==> src/rtl/sscr_pkg.sv <==
// ----------------------------------------------------------------------------
// sscr_pkg
// Shared types and constants of the speed-scaled collision risk block.
// ----------------------------------------------------------------------------
package sscr_pkg;

   // Field widths.
   localparam int unsigned ID_WIDTH    = 11;
   localparam int unsigned LEN_WIDTH   = 4;
   localparam int unsigned BYTE_WIDTH  = 8;
   localparam int unsigned SPEED_WIDTH = 16;
   localparam int unsigned DIST_WIDTH  = 16;
   localparam int unsigned CSR_WIDTH   = 16;
   localparam int unsigned CSR_IDX_WIDTH = 2;

   // Speed clamp window in mm/s and the offset width above its floor.
   localparam logic [SPEED_WIDTH-1:0] SPEED_LOW_MMS  = 16'd800;
   localparam logic [SPEED_WIDTH-1:0] SPEED_HIGH_MMS = 16'd2500;
   localparam int unsigned OFFSET_WIDTH = 11;

   // Threshold numerators over the common denominator SCALE_DEN.
   localparam int unsigned SCALE_DEN   = 340;
   localparam int unsigned EMERG_BASE  = 6800;
   localparam int unsigned EMERG_SLOPE = 11;
   localparam int unsigned WARN_BASE   = 13600;
   localparam int unsigned WARN_SLOPE  = 22;
   localparam int unsigned THR_WIDTH   = 16;
   localparam int unsigned LHS_WIDTH   = 25;

   // Minimum frame length that carries a full distance.
   localparam logic [LEN_WIDTH-1:0] LEN_FULL = 4'd2;
   localparam logic [LEN_WIDTH-1:0] LEN_ONE  = 4'd1;

   // Configuration register indexes.
   typedef enum logic [CSR_IDX_WIDTH-1:0] {
      CSR_FRAME_ID_FIRST  = 2'd0,
      CSR_FRAME_ID_SECOND = 2'd1,
      CSR_FRAME_ID_THIRD  = 2'd2,
      CSR_MAX_DISTANCE    = 2'd3
   } csr_index_type;

   typedef enum logic {
      CMD_FRAME  = 1'b0,
      CMD_UPDATE = 1'b1
   } cmd_type;

   typedef enum logic [1:0] {
      RISK_SAFE  = 2'd0,
      RISK_WARN  = 2'd1,
      RISK_EMERG = 2'd2
   } risk_type;

   typedef struct packed {
      cmd_type                command;
      logic [ID_WIDTH-1:0]    frame_id;
      logic [LEN_WIDTH-1:0]   frame_length;
      logic [BYTE_WIDTH-1:0]  data_low;
      logic [BYTE_WIDTH-1:0]  data_high;
      logic [SPEED_WIDTH-1:0] speed_mms;
   } req_payload_type;

   typedef struct packed {
      risk_type              risk;
      logic                  brake_on;
      logic                  brake_toggled;
      logic                  fresh;
      logic [DIST_WIDTH-1:0] distance_used;
   } rsp_payload_type;

endpackage

==> src/rtl/speed_scaled_collision_risk.sv <==
// ----------------------------------------------------------------------------
// speed_scaled_collision_risk
// Latches distance frames by CAN identifier and grades collision risk on
// each speed update.
// ----------------------------------------------------------------------------
// Usage:
// The request channel (req_valid, req_stall, req_payload) carries two kinds
// of request. A frame request whose identifier matches one of the three
// configured identifiers latches its first two data bytes and length; it
// gives no response. An update request consumes a pending frame, grades
// the distance against limits that grow with the clamped speed and gives
// one response on rsp_valid, rsp_stall, rsp_payload.
// A request is registered in the input register when it is accepted; an
// update's response is then registered in the output register as the update
// moves on. One request is accepted per cycle while req_stall is low.
// When the receiver stalls, the response waits in the output register while
// one more request is held in the input register; a frame request still
// moves on, an update request waits for the output register to free up.
// Synchronous reset clears the latched frame, distance, risk and brake state
// and the configuration registers (maximum distance to 65535); the block
// accepts requests in the first cycle after reset.
// Configuration is written through csr_write_enable, csr_index and
// csr_write_data while no request is in flight.
// ----------------------------------------------------------------------------
module speed_scaled_collision_risk import sscr_pkg::*; (
   input  logic                  clock,
   input  logic                  reset,
   input  logic                  req_valid,
   output logic                  req_stall,
   input  req_payload_type       req_payload,
   output logic                  rsp_valid,
   input  logic                  rsp_stall,
   output rsp_payload_type       rsp_payload,
   input  logic                  csr_write_enable,
   input  logic [CSR_IDX_WIDTH-1:0] csr_index,
   input  logic [CSR_WIDTH-1:0]  csr_write_data
);

   // Configuration registers.
   logic [ID_WIDTH-1:0]   id_first_ff;
   logic [ID_WIDTH-1:0]   id_second_ff;
   logic [ID_WIDTH-1:0]   id_third_ff;
   logic [DIST_WIDTH-1:0] max_dist_ff;

   // Input register.
   logic            in_valid_ff;
   logic            in_valid_in;
   req_payload_type in_data_ff;

   // Block state.
   logic [BYTE_WIDTH-1:0] held_low_ff,  held_low_in;
   logic [BYTE_WIDTH-1:0] held_high_ff, held_high_in;
   logic [LEN_WIDTH-1:0]  held_len_ff,  held_len_in;
   logic                  pending_ff,   pending_in;
   logic [DIST_WIDTH-1:0] dist_ff,      dist_in;
   risk_type              last_risk_ff, last_risk_in;
   logic                  brake_ff,     brake_in;

   // Output register.
   logic            out_valid_ff, out_valid_in;
   rsp_payload_type out_data_ff,  out_data_in;

   logic      advance;
   logic      is_update;
   logic      id_match;
   risk_type  risk_new;

   // Configuration writes.
   always_ff @(posedge clock) begin
      if (reset) begin
         id_first_ff  <= '0;
         id_second_ff <= '0;
         id_third_ff  <= '0;
         max_dist_ff  <= '1;
      end else if (csr_write_enable) begin
         unique case (csr_index_type'(csr_index))
            CSR_FRAME_ID_FIRST:  id_first_ff  <= csr_write_data[ID_WIDTH-1:0];
            CSR_FRAME_ID_SECOND: id_second_ff <= csr_write_data[ID_WIDTH-1:0];
            CSR_FRAME_ID_THIRD:  id_third_ff  <= csr_write_data[ID_WIDTH-1:0];
            CSR_MAX_DISTANCE:    max_dist_ff  <= csr_write_data[DIST_WIDTH-1:0];
            default: ;
         endcase
      end
   end

   // The held request moves on unless it is an update facing a full,
   // stalled output register.
   assign is_update = (in_data_ff.command == CMD_UPDATE);
   assign advance   = in_valid_ff && (!is_update || !out_valid_ff || !rsp_stall);
   assign req_stall = in_valid_ff && !advance;
   assign in_valid_in = req_valid || (in_valid_ff && !advance);

   always_ff @(posedge clock) begin
      if (reset) begin
         in_valid_ff <= 1'b0;
      end else begin
         in_valid_ff <= in_valid_in;
      end
   end

   always_ff @(posedge clock) begin
      if (req_valid && !req_stall) begin
         in_data_ff <= req_payload;
      end
   end

   assign id_match = (in_data_ff.frame_id == id_first_ff) ||
                     (in_data_ff.frame_id == id_second_ff) ||
                     (in_data_ff.frame_id == id_third_ff);

   // Distance seen by an update: a pending full-length frame replaces it.
   always_comb begin
      dist_in = dist_ff;
      if (pending_ff && (held_len_ff >= LEN_FULL)) begin
         dist_in = {held_high_ff, held_low_ff};
      end
   end

   sscr_assess u_assess (
      .distance     (dist_in),
      .speed_mms    (in_data_ff.speed_mms),
      .max_distance (max_dist_ff),
      .risk         (risk_new)
   );

   // Next state and response for the request that moves on.
   always_comb begin
      held_low_in  = held_low_ff;
      held_high_in = held_high_ff;
      held_len_in  = held_len_ff;
      pending_in   = pending_ff;
      last_risk_in = last_risk_ff;
      brake_in     = brake_ff;
      out_valid_in = out_valid_ff && rsp_stall;
      out_data_in  = out_data_ff;
      if (advance) begin
         if (!is_update) begin
            if (id_match) begin
               if (in_data_ff.frame_length >= LEN_ONE) begin
                  held_low_in = in_data_ff.data_low;
               end
               if (in_data_ff.frame_length >= LEN_FULL) begin
                  held_high_in = in_data_ff.data_high;
               end
               held_len_in = in_data_ff.frame_length;
               pending_in  = 1'b1;
            end
         end else begin
            pending_in                = 1'b0;
            last_risk_in              = risk_new;
            brake_in                  = (risk_new == RISK_EMERG);
            out_valid_in              = 1'b1;
            out_data_in.risk          = risk_new;
            out_data_in.brake_on      = (risk_new == RISK_EMERG);
            out_data_in.brake_toggled = ((risk_new == RISK_EMERG) != brake_ff);
            out_data_in.fresh         = pending_ff || (risk_new != last_risk_ff);
            out_data_in.distance_used = dist_in;
         end
      end
   end

   // State registers.
   always_ff @(posedge clock) begin
      if (reset) begin
         held_low_ff  <= '0;
         held_high_ff <= '0;
         held_len_ff  <= '0;
         pending_ff   <= 1'b0;
         dist_ff      <= '0;
         last_risk_ff <= RISK_SAFE;
         brake_ff     <= 1'b0;
         out_valid_ff <= 1'b0;
      end else begin
         held_low_ff  <= held_low_in;
         held_high_ff <= held_high_in;
         held_len_ff  <= held_len_in;
         pending_ff   <= pending_in;
         if (advance && is_update) begin
            dist_ff <= dist_in;
         end
         last_risk_ff <= last_risk_in;
         brake_ff     <= brake_in;
         out_valid_ff <= out_valid_in;
      end
   end

   always_ff @(posedge clock) begin
      out_data_ff <= out_data_in;
   end

   assign rsp_valid   = out_valid_ff;
   assign rsp_payload = out_data_ff;

   // The brake level always follows the last graded risk.
   a_brake_follows_risk: assert property (@(posedge clock) disable iff (reset)
      brake_ff == (last_risk_ff == RISK_EMERG))
      else $error("brake state differs from last risk");

   // A shown response with the brake on is an emergency.
   a_brake_is_emergency: assert property (@(posedge clock) disable iff (reset)
      (rsp_valid && rsp_payload.brake_on) |-> (rsp_payload.risk == RISK_EMERG))
      else $error("brake on without emergency risk");

   // An update never overtakes a response the receiver has not taken.
   a_update_waits: assert property (@(posedge clock) disable iff (reset)
      (in_valid_ff && is_update && out_valid_ff && rsp_stall) |-> req_stall)
      else $error("update advanced into a stalled output register");

   // No response is shown in the cycle after reset.
   a_reset_clears_output: assert property (@(posedge clock)
      reset |=> !rsp_valid)
      else $error("response valid right after reset");

endmodule

==> src/rtl/sscr_assess.sv <==
// ----------------------------------------------------------------------------
// sscr_assess
// Combinational risk grading of one distance against speed-scaled limits.
// ----------------------------------------------------------------------------
module sscr_assess import sscr_pkg::*; (
   input  logic [DIST_WIDTH-1:0]  distance,
   input  logic [SPEED_WIDTH-1:0] speed_mms,
   input  logic [DIST_WIDTH-1:0]  max_distance,
   output risk_type               risk
);

   logic [SPEED_WIDTH-1:0]  speed_clamped;
   logic [OFFSET_WIDTH-1:0] offset;
   logic [THR_WIDTH-1:0]    emerg_thr;
   logic [THR_WIDTH-1:0]    warn_thr;
   logic [LHS_WIDTH-1:0]    lhs;
   logic                    out_of_range;

   // Clamp the speed into the working window and take its offset.
   always_comb begin
      priority if (speed_mms < SPEED_LOW_MMS) begin
         speed_clamped = SPEED_LOW_MMS;
      end else if (speed_mms > SPEED_HIGH_MMS) begin
         speed_clamped = SPEED_HIGH_MMS;
      end else begin
         speed_clamped = speed_mms;
      end
   end

   assign offset = OFFSET_WIDTH'(speed_clamped - SPEED_LOW_MMS);

   // Threshold numerators; the slopes are small constant multiplies.
   assign emerg_thr = THR_WIDTH'(EMERG_BASE) +
                      THR_WIDTH'(EMERG_SLOPE) * THR_WIDTH'(offset);
   assign warn_thr  = THR_WIDTH'(WARN_BASE) +
                      THR_WIDTH'(WARN_SLOPE) * THR_WIDTH'(offset);

   // Distance scaled by the common denominator.
   assign lhs = LHS_WIDTH'(SCALE_DEN) * LHS_WIDTH'(distance);

   assign out_of_range = (distance == '0) || (distance > max_distance);

   // Grade the reading; emergency has priority over warning.
   always_comb begin
      priority if (out_of_range) begin
         risk = RISK_SAFE;
      end else if (lhs < LHS_WIDTH'(emerg_thr)) begin
         risk = RISK_EMERG;
      end else if (lhs < LHS_WIDTH'(warn_thr)) begin
         risk = RISK_WARN;
      end else begin
         risk = RISK_SAFE;
      end
   end

endmodule
==> config.mk <==
export PLATFORM = sky130hd
export DESIGN_NAME = speed_scaled_collision_risk
export DESIGN_NICKNAME = d
export VERILOG_FILES = /design/src/rtl/sscr_pkg.sv /design/src/rtl/speed_scaled_collision_risk.sv /design/src/rtl/sscr_assess.sv
export SDC_FILE = /design/constraint.sdc
export NUM_CORES = 1
export LEC_CHECK = 0
export ABC_AREA = 1
export BUFFER_PORTS_ARGS = -buffer_cell sky130_fd_sc_hd__buf_4
export CORE_MARGIN = 2
export CORE_UTILIZATION = 53
export CTS_CLUSTER_DIAMETER = 50
export DETAILED_ROUTE_END_ITERATION = 7
export HOLD_SLACK_MARGIN = 0.02
export PLACE_DENSITY = 0.69
export SLEW_MARGIN = 0
export SYNTH_ARGS = -nofsm -noshare
export SYNTH_HDL_FRONTEND = slang
export SYNTH_HIERARCHICAL = 1
export SYNTH_SLANG_ARGS = --single-unit
==> constraint.sdc <==
create_clock -name clock -period 18.07 [get_ports clock]
set_input_delay 2.7105 -clock clock [delete_from_list [all_inputs] [get_ports clock]]
set_output_delay 2.7105 -clock clock [all_outputs]
set_load 0.1 [all_outputs]
==> results of run 1 <==
[through the flow]
stage / hold slack (ns) / area, um2
after floorplan: 0.429 / 12300
after global placement: 0.439 / 13300
after detailed placement: 0.443 / 13300
after CTS: 0.458 / 13900
after global routing: 0.477 / 13900
final: 0.455 / 13900
[area by class of cell]
class,instances,area (um2)
Fill cell,2067,8790
Multi-Input combinational cell,1055,6910
Sequential cell,159,3870
Inverter,376,1410
Timing Repair Buffer,95,713
Clock buffer,17,425
Tap cell,285,357
Clock inverter,15,231
[worst max path at each step]
stage	start	endpoint	slack, ns	cells past startpoint
floorplan	rsp_stall	req_stall	10.41	2
global route	in_data_ff[9]$_DFFE_PP_	rsp_payload[17]$_DFFE_PP_	10.81	33
CTS	in_data_ff[9]$_DFFE_PP_	rsp_payload[17]$_DFFE_PP_	11.54	32
detailed placement	in_data_ff[9]$_DFFE_PP_	rsp_payload[17]$_DFFE_PP_	11.53	32
global placement	in_data_ff[9]$_DFFE_PP_	rsp_payload[17]$_DFFE_PP_	11.69	32
finish	in_data_ff[9]$_DFFE_PP_	rsp_payload[17]$_DFFE_PP_	11.52	32
[cell families (layout without fill, tap and decap cells)]
logic type,count (synthesis),after routing,synth area share [%]
buf+inv,399,503,12.5
xor+xnor,62,62,4.53
fa+ha+maj,190,190,21.9
simple gates,618,618,21.1
flops,159,159,31.5
compound gates,185,185,8.53
[cells in the final DEF, fill, tap and decap left out, types with 29 or more instances in the layout]
cell / synthesis / routed
dfxtp_1: 90 / 90
inv_1: 365 / 365
xnor2_1: 31 / 31
buf_4: 1 / 95
ha_1: 148 / 148
fa_1: 42 / 42
o21ai_0: 61 / 61
nand2_1: 337 / 337
xor2_1: 29 / 29
nand3_1: 76 / 76
a21oi_1: 70 / 70
nor2_1: 138 / 137
edfxtp_1: 69 / 69
[state kept, by name, indices dropped and copies added, names as in the netlist]
name,flops
rsp_valid,1
id_second_ff,11
brake_ff,1
last_risk_ff,2
in_data_ff,47
held_high_ff,8
id_third_ff,11
rsp_payload,21
id_first_ff,11
held_low_ff,8
held_len_ff,3
in_valid_ff,1
is_update,1
dist_ff,16
max_dist_ff,16
pending_ff,1
[metal layers]
layer  global-route usage, %  share of wire, %
met4                    5.37               1.5
met1                    30.5                48
met5                       0                 0
met2                    38.1                48
met3                    2.91               2.9
[power groups by stage]
stage	Combinational [mW]	Sequential, mW	Clock (mW)
2_1_floorplan	0.112	0.411	0
3_3_place_gp	0.159	0.404	0
3_5_place_dp	0.162	0.404	0
4_1_cts	0.164	0.396	0.401
5_1_grt	0.186	0.398	0.418
6_report	0.162	0.396	0.395
[cell usage after synthesis, types with 6 or more instances]
master	instances	area [um2]
nand3_1	76	380
xor2_1	29	254
nand2_1	337	1260
o21ai_0	61	305
nand2_2	11	68.8
edfxtp_1	69	2070
o21ai_1	9	45.0
dfxtp_1	90	1800
a21oi_1	70	350
ha_1	148	1850
inv_1	365	1370
nor2_1	138	518
nand4_1	28	175
xnor2_1	31	272
o22ai_1	18	113
clkbuf_1	14	52.6
nor3_1	8	40.0
inv_2	10	37.5
fa_1	42	841
nor2_2	6	37.5
[worst max-delay path, delay by kind of cell (launching register included)]
kind,cells,cell delay (ns)
adders and majority gates,6,1.98
AOI/OAI and AO/OA,9,1.71
and+or+nand+nor,10,1.47
buffers and inverters,6,0.53
DFF,1,0.49
xor gates and xnor gates,1,0.09
==> out/metrics.cfg, run 1 <==
[route]
drtAntennaViolNets=0
viasPerCell=4.98
num_vias=9976
drc=0
drtIter0Drc=489
drt_wl_total_um=26200
wl_per_cell_um=13.1
firstDrtPassIters=5

[sta]
fin_crit_ns=6.55
setup_ws_ns=11.52
worst_slew_pin_slew_ns=1.08
rsz0062_at_grt=false
slew_headroom_pct=27.7
fin_crit_sh_pct=36.2
timing.clock.skew_ns=0.0111
maxSlewViolCount=0
finalSetupTns_ns=0
setup_violations=0
fmax_mhz=153
hold_viol=0

[clocking]
cts_resized=0
cts_buffers=17
ctsHtreeMaxLevel=4
clock_latency_ns=0.42
hold_buffers=0
clk_pin_slew_ns=0.06
cts_tree=built
cts.sinks=159
cts_setup_buffers=0
ctsRootBufferMaster=clkbuf_16
clock_path_buffers=2

[global_route]
antenna_found_initial=0
grt_pass1_vias=9429
grt_usage_pct=22.4
grt_max_degree=72
grt_overflow=0
grt_pass1_wl_um=44300

[worst_setup_path]
crit_path_end_kind=register
r2r_end=rsp_payload[17]$_DFFE_PP_
timing.critical_path.arrival_ns=6.71
cp-start-kind=register
cp_slowest_cell=edfxtp_1
cp_slowest_stage_delay_ns=0.49
path_max_fanout=11
reg2reg_slack_ns=11.52
r2r_cells=32
r2r_start=in_data_ff[9]$_DFFE_PP_
cp_common_cell=inv_1
path_class=reg -> reg
crit_required_ns=18.23

[floorplan]
dieWidth_um=156
dieArea_um2=24500
initial_core_util_pct=54.2
placementRows=55
core_um2=22700
io_pins=94
fp.dieH_um=156

[synth]
yosysWarnings=6
synth_ff_type=dfxtp_1
yosysSeqAreaShare_pct=31.5
async_reset_ff_share_pct=0
syn_inst=1613
syn_nets=1874
synth_edf_count=69
syn_avg_cell_area_um2=7.63
synth_seq_cells=159
synth_area_um2=12300
ys_types=48

[min_path]
hold_start=max_dist_ff[15]$_SDFFE_PP1P_
hp-class=reg -> reg
hold_depth=2
min_to=max_dist_ff[15]$_SDFFE_PP1P_

[layout]
antenna-diode-count=0
drive_gt1_share_pct=9.78
area_growth_pct=13.1
nets=1965
instances_no_fill=2002
post-route-util_pct=61.3

[power_and_ir_drop]
power.density_nw_per_um2=68.5
p_switching_mw=0.253
p_leak_nw=7.48
p_total_mw=0.953
power_frac_seq_pct=41.6
netSwitchingFraction_pct=26.5
p_comb_share_pct=17.0
ir_drop_uv=58.9
p_int_mw=0.700
clkPwrFrac_pct=41.4

[status]
outcome=completed

[placed_design]
hpwlAfterDp_um=20800
dp_cells=1970
port_buffers=93
dp_slack_ns=11.53
place_congestion=0.880

[run]
drv_cap=0

(Power assumes the default switching activity.)
==> inputs of run 2 (changes only) <==
--- a/config.mk
+++ b/config.mk
@@ -12,7 +12,7 @@
 export CTS_CLUSTER_DIAMETER = 50
 export DETAILED_ROUTE_END_ITERATION = 7
 export HOLD_SLACK_MARGIN = 0.02
-export PLACE_DENSITY = 0.69
+export PLACE_DENSITY = 0.71
 export SLEW_MARGIN = 0
 export SYNTH_ARGS = -nofsm -noshare
 export SYNTH_HDL_FRONTEND = slang
==> constraint.sdc (replaced) <==
create_clock -name clock -period 5.6 [get_ports clock]
set_input_delay 0.84 -clock clock [delete_from_list [all_inputs] [get_ports clock]]
set_output_delay 0.84 -clock clock [all_outputs]
set_load 0.1 [all_outputs]
==> run 2 against run 1 <==
Sequential cell count unchanged. Largest power group unchanged. First-iteration DRC count up 27%. Clock power rose to 2.8 times the previous value.
==> out/metrics.cfg, run 2 (synthesis gave the netlist of run 1 again) <==
[global_route]
grt_pass1_wl_um=45900  ; +3.6%
antenna_found_initial=0  ; unchanged
grt_pass1_vias=10200  ; +8.2%
grt_max_degree=72  ; unchanged
grt_overflow=0  ; unchanged
grt_usage_pct=23.0  ; +0.57 points

[floorplan]
dieArea_um2=24500  ; unchanged
fp.dieH_um=156  ; unchanged
core_um2=22700  ; unchanged
dieWidth_um=156  ; unchanged
io_pins=94  ; unchanged
placementRows=55  ; unchanged
initial_core_util_pct=54.2  ; unchanged

[sta]
maxSlewViolCount=0  ; unchanged
worst_slew_pin_slew_ns=0.878  ; -0.205 ns
timing.clock.skew_ns=0.0110  ; -0.0000610 ns
rsz0062_at_grt=true
fmax_mhz=184  ; +20%
setup_violations=0  ; unchanged
fin_crit_ns=5.44  ; -1.11 ns
slew_headroom_pct=41.4  ; +14 points
fin_crit_sh_pct=97.1  ; +61 points
setup_ws_ns=0.164  ; -11.36 ns
hold_viol=0  ; unchanged

[layout]
antenna-diode-count=0  ; unchanged
layout_common_cells=339 x inv_1, 314 x nand2_1, 214 x buf_4
fin_area_um2=15600  ; +12%
nets=2090  ; +6.4%
largest_reg_flops=47  ; unchanged
layout_commonest_cell=inv_1
area_growth_pct=26.6
nFillCells=1779  ; -14%
post-route-util_pct=68.6  ; +7.3 points
regMostFlops=in_data_ff
drive_gt1_share_pct=24.2  ; +14 points

[clocking]
cts.sinks=159  ; unchanged
clock_path_buffers=2  ; unchanged
clock_latency_ns=0.43  ; about the same
ctsHtreeMaxLevel=4  ; unchanged
cts_buffers=17  ; unchanged
cts_tree=built
clk_pin_slew_ns=0.07  ; about the same
hold_buffers=0  ; unchanged
ctsRootBufferMaster=clkbuf_16

[route]
drc=0  ; unchanged
viasPerCell=5.01  ; +0.47%
drtAntennaViolNets=0  ; unchanged
wl_per_cell_um=13.5  ; +3.2%
firstDrtPassIters=6  ; +1
drt_wl_total_um=28700  ; +9.6%
drtIter0Drc=622  ; +27%
num_vias=10600  ; +6.7%

[power_and_ir_drop]
ir_drop_uv=234  ; +300%
p_leak_nw=8.05  ; +7.7%
p_comb_share_pct=22.4  ; +5.4 points
clkPwrFrac_pct=35.9  ; -5.5 points
power_frac_seq_pct=41.8  ; +0.2 points
power.density_nw_per_um2=196  ; +190%
netSwitchingFraction_pct=29.0  ; +2.5 points
p_switching_mw=0.888  ; +250%
p_int_mw=2.17  ; +210%

[min_path]
hp-class=reg -> reg

[placed_design]
port_buffers=93  ; unchanged
hpwlAfterDp_um=21600  ; +3.8%
place_congestion=0.902  ; +2.5%
dp_slack_ns=-0.255  ; -11.79 ns
dpl_cell_area_um2=14000  ; +5.3%

[worst_setup_path]
r2r_cells=36  ; +13%
path_class=reg -> reg
crit_path_end_kind=register
cp_slowest_stage_delay_ns=0.49  ; about the same
r2r_end=rsp_payload[16]$_DFFE_PP_
r2r_start=in_data_ff[9]$_DFFE_PP_
timing.critical_path.arrival_ns=5.61  ; -1.10 ns
reg2reg_slack_ns=0.16  ; -11.36 ns
cp_slowest_cell=fa_1
cp-startpoint=in_data_ff[9]$_DFFE_PP_
endpoint=rsp_payload[16]$_DFFE_PP_
path_max_fanout=4  ; -7
cp-start-kind=register
cp_common_cell=inv_2
crit_required_ns=5.77  ; -12.46 ns

[run]
drv_cap=0  ; unchanged

[status]
outcome=completed

-- run 2: changes by cell type in the layout (fill, tap and decap cells not counted), moves of 14 or more --
cell	delta
a21oi_1	-14
buf_4	+119
ha_1	-32
ha_4	+26
inv_1	-26
inv_2	+24
nand2_1	-23
nand2_2	+21
nor2_1	-14
-- run 2: worst min-delay path by stage --
stage / from / cells past startpoint / endpoint
2_1_floorplan: max_dist_ff[10]$_SDFFE_PP1P_ / 2 / max_dist_ff[10]$_SDFFE_PP1P_
3_3_place_gp: max_dist_ff[14]$_SDFFE_PP1P_ / 2 / max_dist_ff[14]$_SDFFE_PP1P_
3_5_place_dp: max_dist_ff[1]$_SDFFE_PP1P_ / 2 / max_dist_ff[1]$_SDFFE_PP1P_
4_1_cts: id_second_ff[3]$_SDFFE_PP0P_ / 2 / id_second_ff[3]$_SDFFE_PP0P_
5_1_grt: id_second_ff[2]$_SDFFE_PP0P_ / 2 / id_second_ff[2]$_SDFFE_PP0P_
6_report: max_dist_ff[1]$_SDFFE_PP1P_ / 2 / max_dist_ff[1]$_SDFFE_PP1P_
-- run 2: what timing repair did --
action / CTS / global route
pin swaps: 14 / 64
buffers inserted: 11 / 21
cloned: 1 / 0
endpoints found under the setup margin: 5 / 8
resized for setup: 30 / 154
-- run 2: layer usage --
| layer | share of wire, % | vias to the layer above | track usage [%] |
|---|---|---|---|
| met3 | 3.2 | 32 | 2.82 |
| met1 | 45 | 4897 | 30.3 |
| met5 | 0 | - | 0 |
| met4 | 1.7 | 0 | 5.85 |
| met2 | 50 | 204 | 40.1 |
| li1 | - | 5516 | - |
-- run 2: critical path: cells and delay by family, from the launching register on --
family                     cells  cell delay, ns
xor gates and xnor gates       2            0.37
AOI/OAI and AO/OA              7            0.81
DFF                            1            0.46
buffers and inverters          7            0.48
and+or+nand+nor               15            1.67
adders and majority gates      5            1.42
-- run 2: final cells by class --
class	instances	area (um2)	area share [%]
multi-input cells	1055	7690	49.4
flip-flops and latches	159	3870	24.9
repair buffers	220	1680	10.8
inverters	376	1420	9.10
clock buffers	17	425	2.73
well taps	285	357	2.29
clock inverters	15	138	0.883
-- run 2: stage by stage --
step / setup TNS [ns] / hold WS (ns) / std cells / total power [mW]
after floorplan: -0.0706 / 0.429 / 1613 / 1.69
after global placement: -0.337 / 0.439 / 2062 / 1.85
after detailed placement: -0.791 / 0.446 / 2062 / 1.86
after CTS: 0 / 0.461 / 2106 / 2.97
after global routing: -0.986 / 0.477 / 2127 / 3.21
final: 0 / 0.457 / 2127 / 3.06
-- run 2: power by group through the flow --
stage	clock network, mW	logic, mW	registers, mW
6_report	1.10	0.685	1.28
5_1_grt	1.16	0.762	1.28
4_1_cts	1.11	0.576	1.28
3_5_place_dp	0	0.558	1.30
3_3_place_gp	0	0.547	1.30
2_1_floorplan	0	0.362	1.33
==> inputs of run 3 (changes only) <==
--- a/config.mk
+++ b/config.mk
@@ -8,12 +8,11 @@
 export ABC_AREA = 1
 export BUFFER_PORTS_ARGS = -buffer_cell sky130_fd_sc_hd__buf_4
 export CORE_MARGIN = 2
-export CORE_UTILIZATION = 53
+export CORE_UTILIZATION = 56
 export CTS_CLUSTER_DIAMETER = 50
 export DETAILED_ROUTE_END_ITERATION = 7
 export HOLD_SLACK_MARGIN = 0.02
-export PLACE_DENSITY = 0.71
-export SLEW_MARGIN = 0
+export PLACE_DENSITY = 0.75
 export SYNTH_ARGS = -nofsm -noshare
 export SYNTH_HDL_FRONTEND = slang
 export SYNTH_HIERARCHICAL = 1
==> run 3 against run 2 <==
Worst hold slack worse by 0.0037 ns. Register-to-register slack worse by 0.12 ns. Non-clock buffer count decreased by 13. Clock skew fell by 0.0012 ns. Utilization up 2.1 points. Sequential power about the same.
==> out/metrics.cfg, run 3 (synthesis gave the netlist of run 1 again) <==
[clocking]
cts_tree=built
ctsRootBufferMaster=clkbuf_16
cts_buffers=17  ; unchanged
clk_pin_slew_ns=0.07  ; about the same
cts.sinks=159  ; unchanged
clock_latency_ns=0.42  ; about the same
ctsHtreeMaxLevel=4  ; unchanged
clock_path_buffers=2  ; unchanged

[global_route]
antenna_found_initial=0  ; unchanged
grt_usage_pct=24.3  ; +1.3 points
grt_pass1_wl_um=47400  ; +3.4%
grt_max_degree=72  ; unchanged
grt_pass1_vias=10500  ; +3.0%
grt_overflow=0  ; unchanged

[route]
num_vias=10800  ; +1.2%
drc=0  ; unchanged
firstDrtPassIters=8  ; +2
drt_wl_total_um=28800  ; +0.33%
wl_per_cell_um=13.7  ; +1.2%
drtIter0Drc=758  ; +22%
drtAntennaViolNets=0  ; unchanged
viasPerCell=5.11  ; +2.1%

[sta]
rsz0062_at_grt=true
fmax_mhz=180  ; -2.2%
maxSlewViolCount=0  ; unchanged
slew_headroom_pct=41.8  ; +0.43 points
worst_slew_pin_slew_ns=0.872  ; -0.00641 ns
fin_crit_sh_pct=99.3  ; +2.2 points
timing.clock.skew_ns=0.00981  ; -0.00122 ns
fin_crit_ns=5.56  ; +0.123 ns
finalSetupTns_ns=0  ; unchanged
setup_violations=0  ; unchanged
hold_viol=0  ; unchanged
setup_ws_ns=0.0410  ; -0.123 ns

[layout]
multi_input_area_um2=7540  ; -2.0%
nFillCells=1588  ; -11%
nets=2077  ; -0.62%
regMostFlops=in_data_ff
final-seq-area_um2=3880  ; about the same
antenna-diode-count=0  ; unchanged
drive_gt1_share_pct=22.6  ; -1.6 points
layout_commonest_cell=inv_1
area_growth_pct=24.6
instances_no_fill=2109  ; -0.85%
layout_common_cells=346 x inv_1, 312 x nand2_1, 198 x buf_4
largest_reg_flops=47  ; unchanged
fin_area_um2=15300  ; -1.6%

[min_path]
hold_depth=2  ; unchanged
hp-class=reg -> reg
min_to=max_dist_ff[6]$_SDFFE_PP1P_
hold_start=max_dist_ff[6]$_SDFFE_PP1P_

[worst_setup_path]
cp_common_cell=inv_2
r2r_start=in_data_ff[10]$_DFFE_PP_
path_class=reg -> reg
crit_buf_inv=8  ; +1
cp_slowest_stage_delay_ns=0.44  ; -0.05 ns
path_max_fanout=4  ; unchanged
r2r_end=rsp_payload[17]$_DFFE_PP_
cp-startpoint=in_data_ff[10]$_DFFE_PP_
crit_path_end_kind=register
cp.depth=34  ; -5.6%
cp-start-kind=register
cp_slowest_cell=edfxtp_1
r2r_cells=34  ; -5.6%
crit_required_ns=5.77  ; about the same
cp_top_family=adder cells
reg2reg_slack_ns=0.04  ; -0.12 ns
timing.critical_path.arrival_ns=5.73  ; +0.12 ns

[floorplan]
io_pins=94  ; unchanged
placementRows=54  ; -1.8%
dieWidth_um=152  ; -2.6%
initial_core_util_pct=56.7  ; +2.6 points
dieArea_um2=23200  ; -5.2%
fp.dieH_um=152  ; -2.6%
core_um2=21700  ; -4.5%

[placed_design]
dp_slack_ns=-0.310  ; -0.0552 ns
dpl_cell_area_um2=13900  ; -0.69%
hpwlAfterDp_um=21700  ; +0.55%
place_congestion=0.901  ; -0.12%
dp_cells=2045  ; -0.82%
port_buffers=93  ; unchanged

[status]
outcome=completed

[power_and_ir_drop]
p_leak_nw=8.05  ; about the same
ir_drop_uv=186  ; -21%
power.density_nw_per_um2=200  ; +1.8%
p_total_mw=3.07  ; +0.21%

[run]
drv_cap=0  ; unchanged

## run 3: changes by cell type in the layout (fill, tap and decap cells not counted), moves of 3 or more
cell / change
buf_4: -16
xor2_1: -3
fa_2: -4
inv_1: +7
ha_4: -14
inv_2: -8
o21ai_1: +3
clkinvlp_4: -3
ha_1: +12
fa_1: +4
buf_6: +4
## run 3: worst max path at each step
stage / end / slack [ns]
after CTS: rsp_payload[17]$_DFFE_PP_ / 0.004
after floorplan: rsp_payload[17]$_DFFE_PP_ / -0.07
after global routing: rsp_payload[17]$_DFFE_PP_ / -0.28
final: rsp_payload[17]$_DFFE_PP_ / 0.04
after detailed placement: rsp_payload[17]$_DFFE_PP_ / -0.31
after global placement: rsp_payload[17]$_DFFE_PP_ / -0.10
## run 3: layout make-up
cell class	count	share of cell area (%)
Inverter	376	9.26
Multi-Input combinational cell	1055	49.2
Clock buffer	19	2.82
Clock inverter	13	0.856
Sequential cell	159	25.3
Timing Repair Buffer	207	10.4
Tap cell	280	2.28
## run 3: routing by layer
metal / global-route usage, % / up-vias / share of wire [%]
met1: 31.3 / 5029 / 44
li1: - / 5477 / -
met3: 2.73 / 50 / 3.8
met5: 0 / - / 0
met2: 42.7 / 223 / 50
met4: 8.01 / 0 / 2.6
## run 3: report_power, final
group	total, mW	internal (mW)	switching [mW]
combinational	0.684	0.304	0.380
sequential	1.28	1.25	0.0249
clock	1.10	0.622	0.482
## run 3: timing repair
item	in CTS	in global routing
pin swaps	21	56
resized for setup	44	127
buffers inserted	15	16
setup endpoints to repair	7	8
gates cloned	1	0
hold buffers	0	0
## run 3: metrics by stage
step	hold slack, ns	util [%]
after floorplan	0.429	-
after global placement	0.438	63.9
after detailed placement	0.442	63.9
after CTS	0.458	68.0
after global routing	0.474	70.7
final	0.453	70.7
## run 3: worst reg2reg max path, delay by kind of cell, from the launching register on
kind	cells	cell delay, ns
fa+ha+maj	6	1.89
buf+inv	8	0.68
xor+xnor	2	0.23
simple gates	10	1.06
compound gates	8	0.99
flops	1	0.44
